`src/rtl/dsac_pkg.sv`:
```
package dsac_pkg;

   localparam int TABLE_SIZE_DEFAULT = 1048576;
   localparam int QUERY_W = 20;
   localparam int SUM_W = 23;
   localparam logic [SUM_W-1:0] SUM_MAX = 23'h7FFFFF;

   localparam int OP_W = 5;
   typedef logic [OP_W-1:0] op_type;

   localparam op_type OP_NOP       = 5'd0;
   localparam op_type OP_CLR_WRITE = 5'd1;
   localparam op_type OP_SV_SQUARE = 5'd2;
   localparam op_type OP_SV_RD_I   = 5'd3;
   localparam op_type OP_SV_TEST_I = 5'd4;
   localparam op_type OP_SV_NEXT_I = 5'd5;
   localparam op_type OP_SV_RD_J   = 5'd6;
   localparam op_type OP_SV_MARK_J = 5'd7;
   localparam op_type OP_IDLE      = 5'd8;
   localparam op_type OP_ZERO      = 5'd9;
   localparam op_type OP_FINIT_H   = 5'd10;
   localparam op_type OP_FINIT_S   = 5'd11;
   localparam op_type OP_FREAD     = 5'd12;
   localparam op_type OP_FGOT      = 5'd13;
   localparam op_type OP_FSTEP     = 5'd14;
   localparam op_type OP_FDIV      = 5'd15;
   localparam op_type OP_FCLOSE    = 5'd16;
   localparam op_type OP_QSUM      = 5'd17;
   localparam op_type OP_QAMIC     = 5'd18;
   localparam op_type OP_OUT       = 5'd19;

   typedef struct packed {
      logic clr_last;
      logic sq_done;
      logic rd_zero;
      logic j_done;
      logic accepted;
      logic q_bad;
      logic n_one;
      logic div_done;
      logic try_partner;
      logic out_free;
   } status_type;

endpackage

```
`src/rtl/dsac_ctrl.sv`:
```
module dsac_ctrl (
   input  logic                 clock,
   input  logic                 reset,
   input  dsac_pkg::status_type status,
   output dsac_pkg::op_type     op
);

   localparam logic [3:0] S_CLR   = 4'd0;
   localparam logic [3:0] S_SQ    = 4'd1;
   localparam logic [3:0] S_ICHK  = 4'd2;
   localparam logic [3:0] S_ITEST = 4'd3;
   localparam logic [3:0] S_JRD   = 4'd4;
   localparam logic [3:0] S_JMARK = 4'd5;
   localparam logic [3:0] S_IDLE  = 4'd6;
   localparam logic [3:0] S_QCHK  = 4'd7;
   localparam logic [3:0] S_FLOOK = 4'd8;
   localparam logic [3:0] S_FGOT  = 4'd9;
   localparam logic [3:0] S_FSTEP = 4'd10;
   localparam logic [3:0] S_FDIV  = 4'd11;
   localparam logic [3:0] S_FEND  = 4'd12;
   localparam logic [3:0] S_QTRY  = 4'd13;
   localparam logic [3:0] S_OUT   = 4'd14;

   logic [3:0] state_ff, state_in;
   logic       partner_ff, partner_in;

   always_comb begin
      state_in   = state_ff;
      partner_in = partner_ff;
      op         = dsac_pkg::OP_NOP;
      unique case (state_ff)
         S_CLR: begin
            op = dsac_pkg::OP_CLR_WRITE;
            if (status.clr_last) begin
               state_in = S_SQ;
            end
         end
         S_SQ: begin
            op       = dsac_pkg::OP_SV_SQUARE;
            state_in = S_ICHK;
         end
         S_ICHK: begin
            if (status.sq_done) begin
               state_in = S_IDLE;
            end else begin
               op       = dsac_pkg::OP_SV_RD_I;
               state_in = S_ITEST;
            end
         end
         S_ITEST: begin
            op       = dsac_pkg::OP_SV_TEST_I;
            state_in = status.rd_zero ? S_JRD : S_SQ;
         end
         S_JRD: begin
            if (status.j_done) begin
               op       = dsac_pkg::OP_SV_NEXT_I;
               state_in = S_SQ;
            end else begin
               op       = dsac_pkg::OP_SV_RD_J;
               state_in = S_JMARK;
            end
         end
         S_JMARK: begin
            op       = dsac_pkg::OP_SV_MARK_J;
            state_in = S_JRD;
         end
         S_IDLE: begin
            op = dsac_pkg::OP_IDLE;
            if (status.accepted) begin
               state_in = S_QCHK;
            end
         end
         S_QCHK: begin
            if (status.q_bad) begin
               op       = dsac_pkg::OP_ZERO;
               state_in = S_OUT;
            end else begin
               op         = dsac_pkg::OP_FINIT_H;
               partner_in = 1'b0;
               state_in   = S_FLOOK;
            end
         end
         S_FLOOK: begin
            if (status.n_one) begin
               op       = dsac_pkg::OP_FCLOSE;
               state_in = S_FEND;
            end else begin
               op       = dsac_pkg::OP_FREAD;
               state_in = S_FGOT;
            end
         end
         S_FGOT: begin
            op       = dsac_pkg::OP_FGOT;
            state_in = S_FSTEP;
         end
         S_FSTEP: begin
            op       = dsac_pkg::OP_FSTEP;
            state_in = S_FDIV;
         end
         S_FDIV: begin
            op = dsac_pkg::OP_FDIV;
            if (status.div_done) begin
               state_in = S_FLOOK;
            end
         end
         S_FEND: begin
            if (partner_ff) begin
               op       = dsac_pkg::OP_QAMIC;
               state_in = S_OUT;
            end else begin
               op       = dsac_pkg::OP_QSUM;
               state_in = S_QTRY;
            end
         end
         S_QTRY: begin
            if (status.try_partner) begin
               op         = dsac_pkg::OP_FINIT_S;
               partner_in = 1'b1;
               state_in   = S_FLOOK;
            end else begin
               state_in = S_OUT;
            end
         end
         S_OUT: begin
            op = dsac_pkg::OP_OUT;
            if (status.out_free) begin
               state_in = S_IDLE;
            end
         end
         default: begin
            state_in = S_CLR;
         end
      endcase
   end

   always_ff @(posedge clock) begin
      if (reset) begin
         state_ff   <= S_CLR;
         partner_ff <= 1'b0;
      end else begin
         state_ff   <= state_in;
         partner_ff <= partner_in;
      end
   end

endmodule

```
`config.mk`:
```
export PLATFORM = sky130hd
export DESIGN_NAME = dsac_ctrl
export DESIGN_NICKNAME = d
export VERILOG_FILES = /design/src/rtl/dsac_pkg.sv /design/src/rtl/dsac_ctrl.sv
export SDC_FILE = /design/constraint.sdc
export NUM_CORES = 1
export LEC_CHECK = 0
export ABC_CLOCK_PERIOD_IN_PS = 1500
export BUFFER_PORTS_ARGS = -buffer_cell sky130_fd_sc_hd__buf_2
export CORE_MARGIN = 10
export CORE_UTILIZATION = 40
export DETAILED_ROUTE_END_ITERATION = 16
export PLACE_DENSITY = 0.7
export SLEW_MARGIN = 25
export SYNTH_ARGS = -nofsm -noshare
export SYNTH_HDL_FRONTEND = slang
export SYNTH_SLANG_ARGS = --single-unit
export TNS_END_PERCENT = 30
```
`constraint.sdc`:
```
create_clock -name clock -period 1.5 [get_ports clock]
set_input_delay 0.3 -clock clock [delete_from_list [all_inputs] [get_ports clock]]
set_output_delay 0.3 -clock clock [all_outputs]
set_load 0.02 [all_outputs]
```
## Yosys cells after proc, flatten, opt, wreduce, memory -nomap -nowiden

Index checks and enable logic that the tools add are counted.

| word-level totals | value |
|---|---|
| memory bits (read-only) | 0 |
| memories | 0 |
| bits in latches | 0 |
| RAM bits | 0 |
| logic and storage cells | 48 |
| bits in registers | 5 |
| output and inout port bits | 5 |

| operators by class | value |
|---|---|
| order comparisons | 0 |
| div/mod/pow operators | 0 |
| bitwise operators | 0 |
| multiplexer cells | 22 |
| shift-type cells | 0 |
| multipliers | 0 |
| add/subtract/negate cells | 0 |
| eq/ne operators | 20 |
| reductions and logical operators | 4 |

Operators by type and width:

| operator | count |
|---|---|
| $pmux W5 S15 | 1 |
| $pmux W4 S15 | 1 |
| $eq A4 B4 Y1 const B | 7 |
| $mux W4 | 5 |
| $mux W3 | 6 |
| $eq A4 B3 Y1 const B | 4 |
| $ne A2 B2 Y1 const B | 6 |
| $mux W2 | 5 |
| $eq A4 B2 Y1 const B | 2 |
| $mux W5 | 1 |
| $eq A4 B1 Y1 const B | 1 |
| $logic_not A4 Y1 | 1 |
| $reduce_and A4 Y1 | 1 |
| $reduce_and A3 Y1 | 1 |
| $mux W1 | 2 |
| $pmux W1 S2 | 1 |
| $reduce_bool A2 Y1 | 1 |

## Depth between registers and ports, before layout

Gate-level depths: netlist (run 1).

| depth | value |
|---|---|
| depth in word-level cells | 3 |
| mapped depth | 6 |
| mapped depth without buffers | 4 |

## Worst setup path after synthesis (run 1)

Ideal clock, no wire load.

| timing | value |
|---|---|
| kind | reg2out |
| start point | register state_ff[1] |
| end point | output port op[1] |
| cell stages (with the launch flop) | 7 |
| setup slack | -0.179 ns |
| path buffers | 3 |
| data arrival time | 1.379 ns |
| cells stage by stage | dfxtp_1 buf_6 clkbuf_8 buf_2 nand2_1 o311a_1 o21ai_0 |

| between the ends | value |
|---|---|
| word-level cells in the longest chain between the ends | 2 |
| elaborated cells between the ends (all ways) | 16 |
| classes of those cells | eq/ne (14); mux (1); reduce/logical (1) |

Ends and longest elaborated chain:

| item | line | text |
|---|---|---|
| from (decl) | dsac_ctrl.sv:24 | `logic [3:0] state_ff, state_in;` |
| from (signal assigned) | dsac_ctrl.sv:141 | `state_ff <= state_in;` |
| $eq A4 B4 Y1 (tied with other cells) | dsac_ctrl.sv:31 | `unique case (state_ff)` |
| $pmux W5 S15 (*) | dsac_ctrl.sv:31 |  |
| to (decl) | dsac_ctrl.sv:5 | `output dsac_pkg::op_type op` |

Mark *: on every way between the ends. The rest lies on a longest branch, timed or not.

## Worst setup path after layout (run 1)

| timing | value |
|---|---|
| start point | register state_ff[2] |
| end point | output port op[0] |

Same word-level chain as after synthesis.

==> impl_results.md, run 1 <==
* Sw Pwr at 0.402 mW
* Drt wl/cell at 14.3 µm
* Setup WS pre-CTS at -239 ps
* Post-synth cell types at 45
* CP Max Fanout at 7
* Dpl hpwl at 1.75 mm
* Die area at 0.00394 mm²
* Vias per inst at 5.42
* Detail Route Antenna Nets at 0
* Layout cells sized above 1 at 50.4%
* GRT overflow at 0
* Nets at 146
* Worst Path Arrival at 1370 ps
* Pwr Density at 953 mW/mm²
* IO Pins at 17
* CTS Sinks at 5
* First-pass GRT wire length at 3.66 mm
* Post-synthesis net count at 109
* Initial Util at 42.4%
* Mapped Area at 732 µm²
* Vias in the first global route at 802
* Status: finished, violations left
* DR iter-0 viols at 31
* Crit path time final at 1670 ps
* Die X at 62.8 µm
* Reg clk slew, reported paths at 40 ps
* Final setup viols at 6
* Largest net degree at the start of global routing at 16
* TritonCTS Buffers at 3
* RePlAce Congestion at 0.821
* Req. time, crit path at 1200 ps
* YS warnings at 0
* Post-synth top area share at 13.7%
* Critical path launch point type: register
* Syn avg cell area at 7.55 µm²
* Number of synthesized flops with an enable pin at 0
* Switching portion of total power at 40.1%
* Clk root buf: clkbuf_4
* Layout area overhead at 43.9%
* Fmax at 598 MHz
* Asr flop ratio synth at 0%
* Max Clock Skew at 0.730 ps
* Fin. Hold Viols at 0
* RSZ-0062 raised after global routing: yes
* Most frequent cell after synthesis: o21ai_0
* Later-pin clock latency in the skew report at 240 ps
* Combinational group share of total power at 65.7%
* Cell leakage power at 0.434 nW
* Clk buf depth at 2
* Slew Limit Fails at 0
* Slew @ Worst Pin at 262 ps
* Leading area contributor after synthesis: dfxtp_1
* H-Tree Depth at 1
* Rows at 15
* CTS tree: built
* Initial antenna violation count at 0
* Fin worst setup slack at -172 ps
* Clk pwr share at 15.0%
* Synth Flop Type: dfxtp_1
* Rel. slew slack at 82.4%
* Port bufs at 16
* Internal power at 0.602 mW
* Peak supply drop at 0.638 mV
* Hold Path Class: input pin to register
* Setup TNS at -731 ps
* Failing checks: negative setup slack
* Critical path type: register to output pin
* Cells after synthesis at 97
* Synthesized flop and latch total at 5
* Top cells by area, synth: dfxtp_1, o21ai_0, buf_6
* Max-capacitance violation count at 0
* Drt drc at 0
* Area of the core at 0.00173 mm²
* Fin crit share at 111%
* DRT Pass-1 Iters at 4
* Worst Setup End Kind: output pin
* Die Y at 62.8 µm
* Final wirelength at 2.26 mm
* Vias at 856
* Sequential share of power at 19.4%
* Commonest cells post-synth: o21ai_0, nand2_1, a21oi_1
* Sequential area share after synthesis at 13.7%
* Total track usage at 10.9%
* ANT cells at 0
-- cell families after synthesis --
family	count (synthesis)	share of synthesized area (%)
AOI/OAI and AO/OA	41	41.5
and+or+nand+nor	35	28.7
buffers and inverters	15	14.0
DFF	5	13.7
muxes	1	2.05
-- timing repair --
item / CTS / global route
pin swaps: 1 / 1
endpoints found under the setup margin: 8 / 7
setup buffers: 4 / 0
hold buffers: 0 / 0
gates resized for setup: 19 / 5
-- per-stage QoR --
stage | hold slack [ps] | instance area, µm² | util [%] | power, mW | instances
floorplan | 369 | 737 | - | 0.568 | 97
global placement | 520 | 938 | 54.3 | 0.744 | 150
detailed placement | 516 | 938 | 54.3 | 0.756 | 150
CTS | 260 | 1050 | 60.6 | 1.00 | 158
global route | 270 | 1050 | 61.0 | 1.08 | 158
finish | 275 | 1050 | 61.0 | 1.00 | 158
-- cell type report --
class,count,area [µm²]
repair buffers,41,302
inverters,6,22.5
multi-input cells,77,559
clock buffers,4,26.3
well taps,25,31.3
fillers,157,673
flip-flops and latches,5,113
-- routing by layer --
metal	wire length (µm)	vias to the layer above	track usage [%]
li1	-	429	-
met1	1030	398	14.0
met2	1110	25	17.1
met3	86	4	2.51
met4	31	0	4.47
met5	0	-	0
-- power by group through the flow --
stage / sequential (mW) / combinational, mW / clock, mW
after floorplan: 0.164 / 0.404 / 0
after global routing: 0.197 / 0.711 / 0.166
after CTS: 0.192 / 0.649 / 0.161
final: 0.194 / 0.659 / 0.150
after detailed placement: 0.205 / 0.551 / 0
after global placement: 0.203 / 0.541 / 0
-- state kept, by name, summed over array words and instances, names as in the netlist --
signal and cells:
partner_ff 1, state_ff 4
-- worst paths after layout --
check	startpoint	end	slack [ps]	cells after the start
worst max-delay path	state_ff[2]	op[0]	-170	5
worst min-delay path	reset	state_ff[3]	270	2
worst max register to register	state_ff[2]	state_ff[1]	-90	6
worst min register to register	partner_ff	partner_ff	530	2
-- worst max-delay path, cell delays in order, from the launching register on --
cell and delay, ps:
dfxtp_4 370, or2_4 260, o21ai_2 110, a31oi_1 110, o211ai_1 100, buf_4 170
-- cell usage in the layout, fill, tap and decap left out, types with 3 or more instances in the layout --
| master | count |
|---|---|
| a21oi_1 | 7 |
| o21ai_1 | 4 |
| a31oi_1 | 3 |
| nor2_1 | 6 |
| o21ai_0 | 8 |
| buf_2 | 12 |
| buf_6 | 3 |
| nand2_1 | 8 |
| dfxtp_4 | 3 |
| nand3_1 | 3 |
| clkbuf_4 | 3 |
| buf_4 | 25 |
| inv_1 | 5 |
Note: power is estimated with default switching activity, not from simulation.
==> run 2, diff against run 1 <==
- CELL_PAD_IN_SITES_DETAIL_PLACEMENT: not set -> 2
- CELL_PAD_IN_SITES_GLOBAL_PLACEMENT: not set -> 2
- CORE_UTILIZATION: 40 -> 29
- PLACE_DENSITY: 0.7 -> 0.85
==> impl_results.md, run 2 (same netlist as run 1, synthesis figures left out) <==
* Final setup viols at 7 (was 6)
* R2R cell count at 6 (unchanged)
* Layout area overhead at 54.4% (was 43.9%)
* Initial antenna violation count at 0 (unchanged)
* Worst path cell trace: buf_12 > inv_4 > o21ai_1 > a211oi_1 > o21ai_1 > buf_4 (was or2_4 > o21ai_2 > a31oi_1 > o211ai_1 > buf_4)
* Worst hold stages at 2 (unchanged)
* H-Tree Depth at 1 (unchanged)
* Slowest stage delay, CP at 360 ps (was 370 ps)
* Number of flip-flops in the largest register at 4 (unchanged)
* Largest net degree at the start of global routing at 21 (was 16)
* Req. time, crit path at 1200 ps (about the same)
* RSZ-0062 raised after global routing: yes (unchanged)
* CP Max Fanout at 8 (was 7)
* Worst Setup EP: op[1] (was op[0])
* WP depth at 6 (was 5)
* Max Clock Skew at 0.143 ps (was 0.730 ps)
* Die area at 0.00493 mm² (was 0.00394 mm²)
* Critical path launch point type: register (unchanged)
* Nets at 151 (was 146)
* Slew Limit Fails at 0 (unchanged)
* CTS tree: built (unchanged)
* Vias at 932 (was 856)
* Worst Path Arrival at 1370 ps (about the same)
* Drt drc at 0 (unchanged)
* RePlAce Congestion at 0.771 (was 0.821)
* IO Pins at 17 (unchanged)
* Failing checks: negative setup slack (unchanged)
* Fin. Hold Viols at 0 (unchanged)
* Reg clk slew, reported paths at 40 ps (about the same)
* Hold_buf cts at 0 (unchanged)
* Area of the core at 0.00243 mm² (was 0.00173 mm²)
* Top delay family on crit path: compound AO/OA/AOI/OAI gates (was flip-flops)
* Worst r2r src: state_ff[1] (was state_ff[2])
* R2R Setup Slk at -140 ps (was -90 ps)
* Pwr Density at 984 mW/mm² (was 953 mW/mm²)
* Clk buf depth at 2 (unchanged)
* GRT overflow at 0 (unchanged)
* Worst setup path start: state_ff[2] (unchanged)
* Vias per inst at 5.55 (was 5.42)
* Setup TNS at -883 ps (was -731 ps)
* Fin worst setup slack at -173 ps (was -172 ps)
* Status: finished, violations left (unchanged)
* Rel. slew slack at 78.0% (was 82.4%)
* Peak supply drop at 0.669 mV (was 0.638 mV)
* Top reg by flops: state_ff (unchanged)
* Worst Setup End Kind: output pin (unchanged)
* Crit path time final at 1670 ps (about the same)
* ANT cells at 0 (unchanged)
* Fin crit share at 112% (was 111%)
* Hold Path Class: input pin to register (unchanged)
* Worst path bufs/invs at 3 (was 1)
* Die X at 70.2 µm (was 62.8 µm)
* First-pass GRT wire length at 5.65 mm (was 3.66 mm)
* Dpl hpwl at 2.37 mm (was 1.75 mm)
* Most used cell, CP: o21ai_1
* Slew @ Worst Pin at 328 ps (was 262 ps)
* TritonCTS Buffers at 3 (unchanged)
* DR iter-0 viols at 87 (was 31)
* Layout cells sized above 1 at 56.5% (was 50.4%)
* Vias in the first global route at 1,063 (was 802)
* Max-capacitance violation count at 0 (unchanged)
* CTS Sinks at 5 (unchanged)
* Drt wl/cell at 20.5 µm (was 14.3 µm)
* Detail Route Antenna Nets at 0 (unchanged)
* Port bufs at 16 (unchanged)
* Clk root buf: clkbuf_4 (unchanged)
* Cell leakage power at 0.467 nW (was 0.434 nW)
* DRT Pass-1 Iters at 4 (unchanged)
* Placed insts at 157 (was 150)
* Reg2reg end: state_ff[1] (unchanged)
* Later-pin clock latency in the skew report at 240 ps (about the same)
* Critical path type: register to output pin (unchanged)
* Total track usage at 13.8% (was 10.9%)
* Top Registers: state_ff: 4 flops, partner_ff: 1 flops (unchanged)
* Die Y at 70.2 µm (was 62.8 µm)
* Final wirelength at 3.44 mm (was 2.26 mm)
* Final cell count without fillers at 168 (was 158)
* Post-layout util at 46.5% (was 61.0%)
* Hold Crit Start: reset (unchanged)
* Slowest CP cell: dfxtp_4 (unchanged)
* Commonest non-fill, non-tap cells in the layout: buf_4, buf_2, nand2_1, o21ai_0 (was buf_4, buf_2, o21ai_0, nand2_1, a21oi_1)
* Initial Util at 30.1% (was 42.4%)
* Rows at 18 (was 15)
* Commonest non-fill, non-tap cell in the layout: buf_4 (unchanged)
* Fmax at 598 MHz (about the same)
==> run 2: cell count changes in the layout (fill, tap and decap cells not counted), sizes merged <==
cell,change
buf,+5
==> run 2: area by class of cell <==
type / instances / area (µm²)
fillers: 277 / 1300
multi-input cells: 77 / 587
repair buffers: 46 / 335
flip-flops and latches: 5 / 114
well taps: 30 / 37.5
inverters: 6 / 30.0
clock buffers: 4 / 26.3
==> run 2: power by group <==
group / total, mW / internal (mW) / switching, mW
clock: 0.151 / 0.100 / 0.0503
sequential: 0.208 / 0.158 / 0.0498
combinational: 0.754 / 0.383 / 0.370
total: 1.11 / 0.642 / 0.470
==> run 2: timing repair <==
| action | CTS | global route |
|---|---|---|
| setup buffers | 7 | 0 |
| hold endpoints to repair | 0 | 0 |
| endpoints found under the setup margin | 8 | 7 |
| pin swaps | 4 | 2 |
| resized for setup | 29 | 4 |
==> run 2: routing by layer <==
layer	GRT usage [%]	vias to the layer above	share of wire, %
li1	-	442	-
met1	17.2	471	46
met2	23.5	17	51
met3	1.55	2	2.4
met4	5.26	0	0.84
met5	0	-	0
==> run 2: worst min path at each step <==
stage	endpoint	slack, ps
after floorplan	partner_ff	370
after global placement	partner_ff	530
after detailed placement	state_ff[3]	540
after CTS	state_ff[3]	270
after global routing	state_ff[3]	300
final	state_ff[3]	300
==> run 2: through the flow <==
stage	cell area (µm²)	hold WS, ps	setup WS, ps	power [mW]
3_5_place_dp	960	538	-408	0.799
2_1_floorplan	737	369	-81.7	0.568
5_1_grt	1130	299	-258	1.19
6_report	1130	300	-173	1.11
3_3_place_gp	960	530	-163	0.755
4_1_cts	1120	272	-189	1.10
==> run 3, diff against run 2 <==
- TNS_END_PERCENT: 30 -> not set
==> impl_results.md, run 3 (same netlist as run 1, synthesis figures left out) <==
* Status: finished, violations left (unchanged)
* Failing checks: negative setup slack (unchanged)
* Fmax at 559 MHz (was 598 MHz)
* Later-pin clock latency in the skew report at 250 ps (was 240 ps)
* Hold Crit Start: reset (unchanged)
* R2R cell count at 8 (was 6)
* Hold Path Class: input pin to register (unchanged)
* GRT overflow at 0 (unchanged)
* Initial Util at 30.1% (unchanged)
* DR iter-0 viols at 114 (was 87)
* Fin worst setup slack at -287 ps (was -173 ps)
* Fin. Hold Viols at 0 (unchanged)
* Vias at 1,008 (was 932)
* Final wirelength at 4.72 mm (was 3.44 mm)
* Total track usage at 15.2% (was 13.8%)
* Worst hold stages at 2 (unchanged)
* Pwr Density at 1030 mW/mm² (was 984 mW/mm²)
* Port bufs at 16 (unchanged)
* Cell leakage power at 0.523 nW (was 0.467 nW)
* TritonCTS Buffers at 3 (unchanged)
* Nets at 159 (was 151)
* CP Max Fanout at 4 (was 8)
* Die X at 70.2 µm (unchanged)
* IO Pins at 17 (unchanged)
* Commonest non-fill, non-tap cell in the layout: buf_4 (unchanged)
* RePlAce Congestion at 0.795 (was 0.771)
* Detail Route Antenna Nets at 0 (unchanged)
* Final setup viols at 8 (was 7)
* R2R Setup Slk at -230 ps (was -140 ps)
* Die Y at 70.2 µm (unchanged)
* Hold_buf cts at 0 (unchanged)
* Worst Setup End Kind: output pin (unchanged)
* Drt wl/cell at 26.8 µm (was 20.5 µm)
* Worst Path Arrival at 1490 ps (was 1370 ps)
* Initial antenna violation count at 0 (unchanged)
* Dpl hpwl at 2.22 mm (was 2.37 mm)
* Critical path type: register to output pin (unchanged)
* Max Clock Skew at 0.0402 ps (was 0.143 ps)
* Worst r2r src: state_ff[2] (was state_ff[1])
* Clk root buf: clkbuf_4 (unchanged)
* Critical path launch point type: register (unchanged)
* Clk buf depth at 2 (unchanged)
* CTS Sinks at 5 (unchanged)
* Largest net degree at the start of global routing at 12 (was 21)
* Post-layout util at 52.7% (was 46.5%)
* Number of flip-flops in the largest register at 4 (unchanged)
* Filler instances at 266 (was 277)
* Commonest non-fill, non-tap cells in the layout: buf_4, buf_6, buf_2, nand2_1, o21ai_1 (was buf_4, buf_2, nand2_1, o21ai_0)
* Top reg by flops: state_ff (unchanged)
* Slew @ Worst Pin at 432 ps (was 328 ps)
* Reg2reg end: state_ff[0] (was state_ff[1])
* Req. time, crit path at 1200 ps (about the same)
* Vias per inst at 5.73 (was 5.55)
* Slew Limit Fails at 0 (unchanged)
* Reg clk slew, reported paths at 40 ps (about the same)
* Rows at 18 (unchanged)
* Vias in the first global route at 1,046 (was 1,063)
* Crit path time final at 1790 ps (was 1670 ps)
* Slowest stage delay, CP at 360 ps (about the same)
* Slowest CP cell: dfxtp_4 (unchanged)
* Area of the core at 0.00243 mm² (unchanged)
* Hold_ws at 344 ps (was 300 ps)
* Layout cells sized above 1 at 62.3% (was 56.5%)
* Rel. slew slack at 70.9% (was 78.0%)
* Top Registers: state_ff: 4 flops, partner_ff: 1 flops (unchanged)
* ANT cells at 0 (unchanged)
* CTS tree: built (unchanged)
* Fin crit share at 119% (was 112%)
* Hold endpoint: state_ff[3] (unchanged)
* Drt drc at 0 (unchanged)
* First-pass GRT wire length at 6.08 mm (was 5.65 mm)
* Die area at 0.00493 mm² (unchanged)
* H-Tree Depth at 1 (unchanged)
* Layout area overhead at 75.0% (was 54.4%)
* DRT Pass-1 Iters at 4 (unchanged)
* Max-capacitance violation count at 0 (unchanged)
* Worst path cell trace: or2_4 > o21ai_1 > a32oi_1 > o211ai_1 > buf_4 (was buf_12 > inv_4 > o21ai_1 > a211oi_1 > o21ai_1 > buf_4)
* Peak supply drop at 0.708 mV (was 0.669 mV)
* RSZ-0062 raised after global routing: yes (unchanged)
-- run 3: final cells by class --
class	instances	area [µm²]	share of cell area [%]
Clock buffer	4	26.3	2.05
Inverter	6	30.0	2.34
Multi-Input combinational cell	77	629	49.1
Sequential cell	5	115	8.98
Tap cell	30	37.5	2.93
Timing Repair Buffer	54	443	34.6
-- run 3: what timing repair did --
| item | 4_1_cts | 5_1_grt |
|---|---|---|
| endpoints found under the setup margin | 8 | 8 |
| pin swaps | 8 | 10 |
| buffers inserted | 12 | 7 |
| cloned | 0 | 0 |
| resized for setup | 32 | 25 |
-- run 3: power by group --
group / internal [mW] / switching (mW)
sequential: 0.156 / 0.0460
combinational: 0.485 / 0.478
clock: 0.101 / 0.0574
-- run 3: how the worst max path moves through the flow --
| stage | cells past startpoint | slack [ps] | end | from |
|---|---|---|---|---|
| final | 5 | -290 | op[0] | state_ff[3] |
| after global routing | 6 | -380 | op[1] | state_ff[2] |
| after CTS | 5 | -200 | op[0] | state_ff[3] |
| after detailed placement | 4 | -260 | state_ff[0] | state_ff[1] |
| after global placement | 4 | -140 | state_ff[1] | state_ff[1] |
| after floorplan | 6 | -30 | op[1] | state_ff[1] |
-- run 3: worst max-delay path, delay by kind of cell, from the launching register on --
| family | cells | cell delay, ps |
|---|---|---|
| DFF | 1 | 360 |
| and+or+nand+nor | 1 | 280 |
| AOI/OAI and AO/OA | 3 | 410 |
| buffers and inverters | 1 | 180 |
-- run 3: layer usage --
layer | global-route usage (%) | vias up | part of all wire, %
met1 | 19.1 | 501 | 43
met2 | 26.9 | 35 | 51
met3 | 0.989 | 12 | 3.5
li1 | - | 460 | -
met4 | 3.95 | 0 | 2.6
met5 | 0 | - | 0
-- run 3: stage by stage --
stage	cells	area [µm²]	power [mW]	setup slack, ps	TNS, ps
3_3_place_gp	153	935	0.750	-140	-867
3_5_place_dp	153	935	0.786	-262	-1650
4_1_cts	169	1140	1.12	-197	-859
6_report	176	1280	1.32	-287	-1580
2_1_floorplan	97	746	0.578	-27.6	-27.6
5_1_grt	176	1280	1.39	-377	-2020
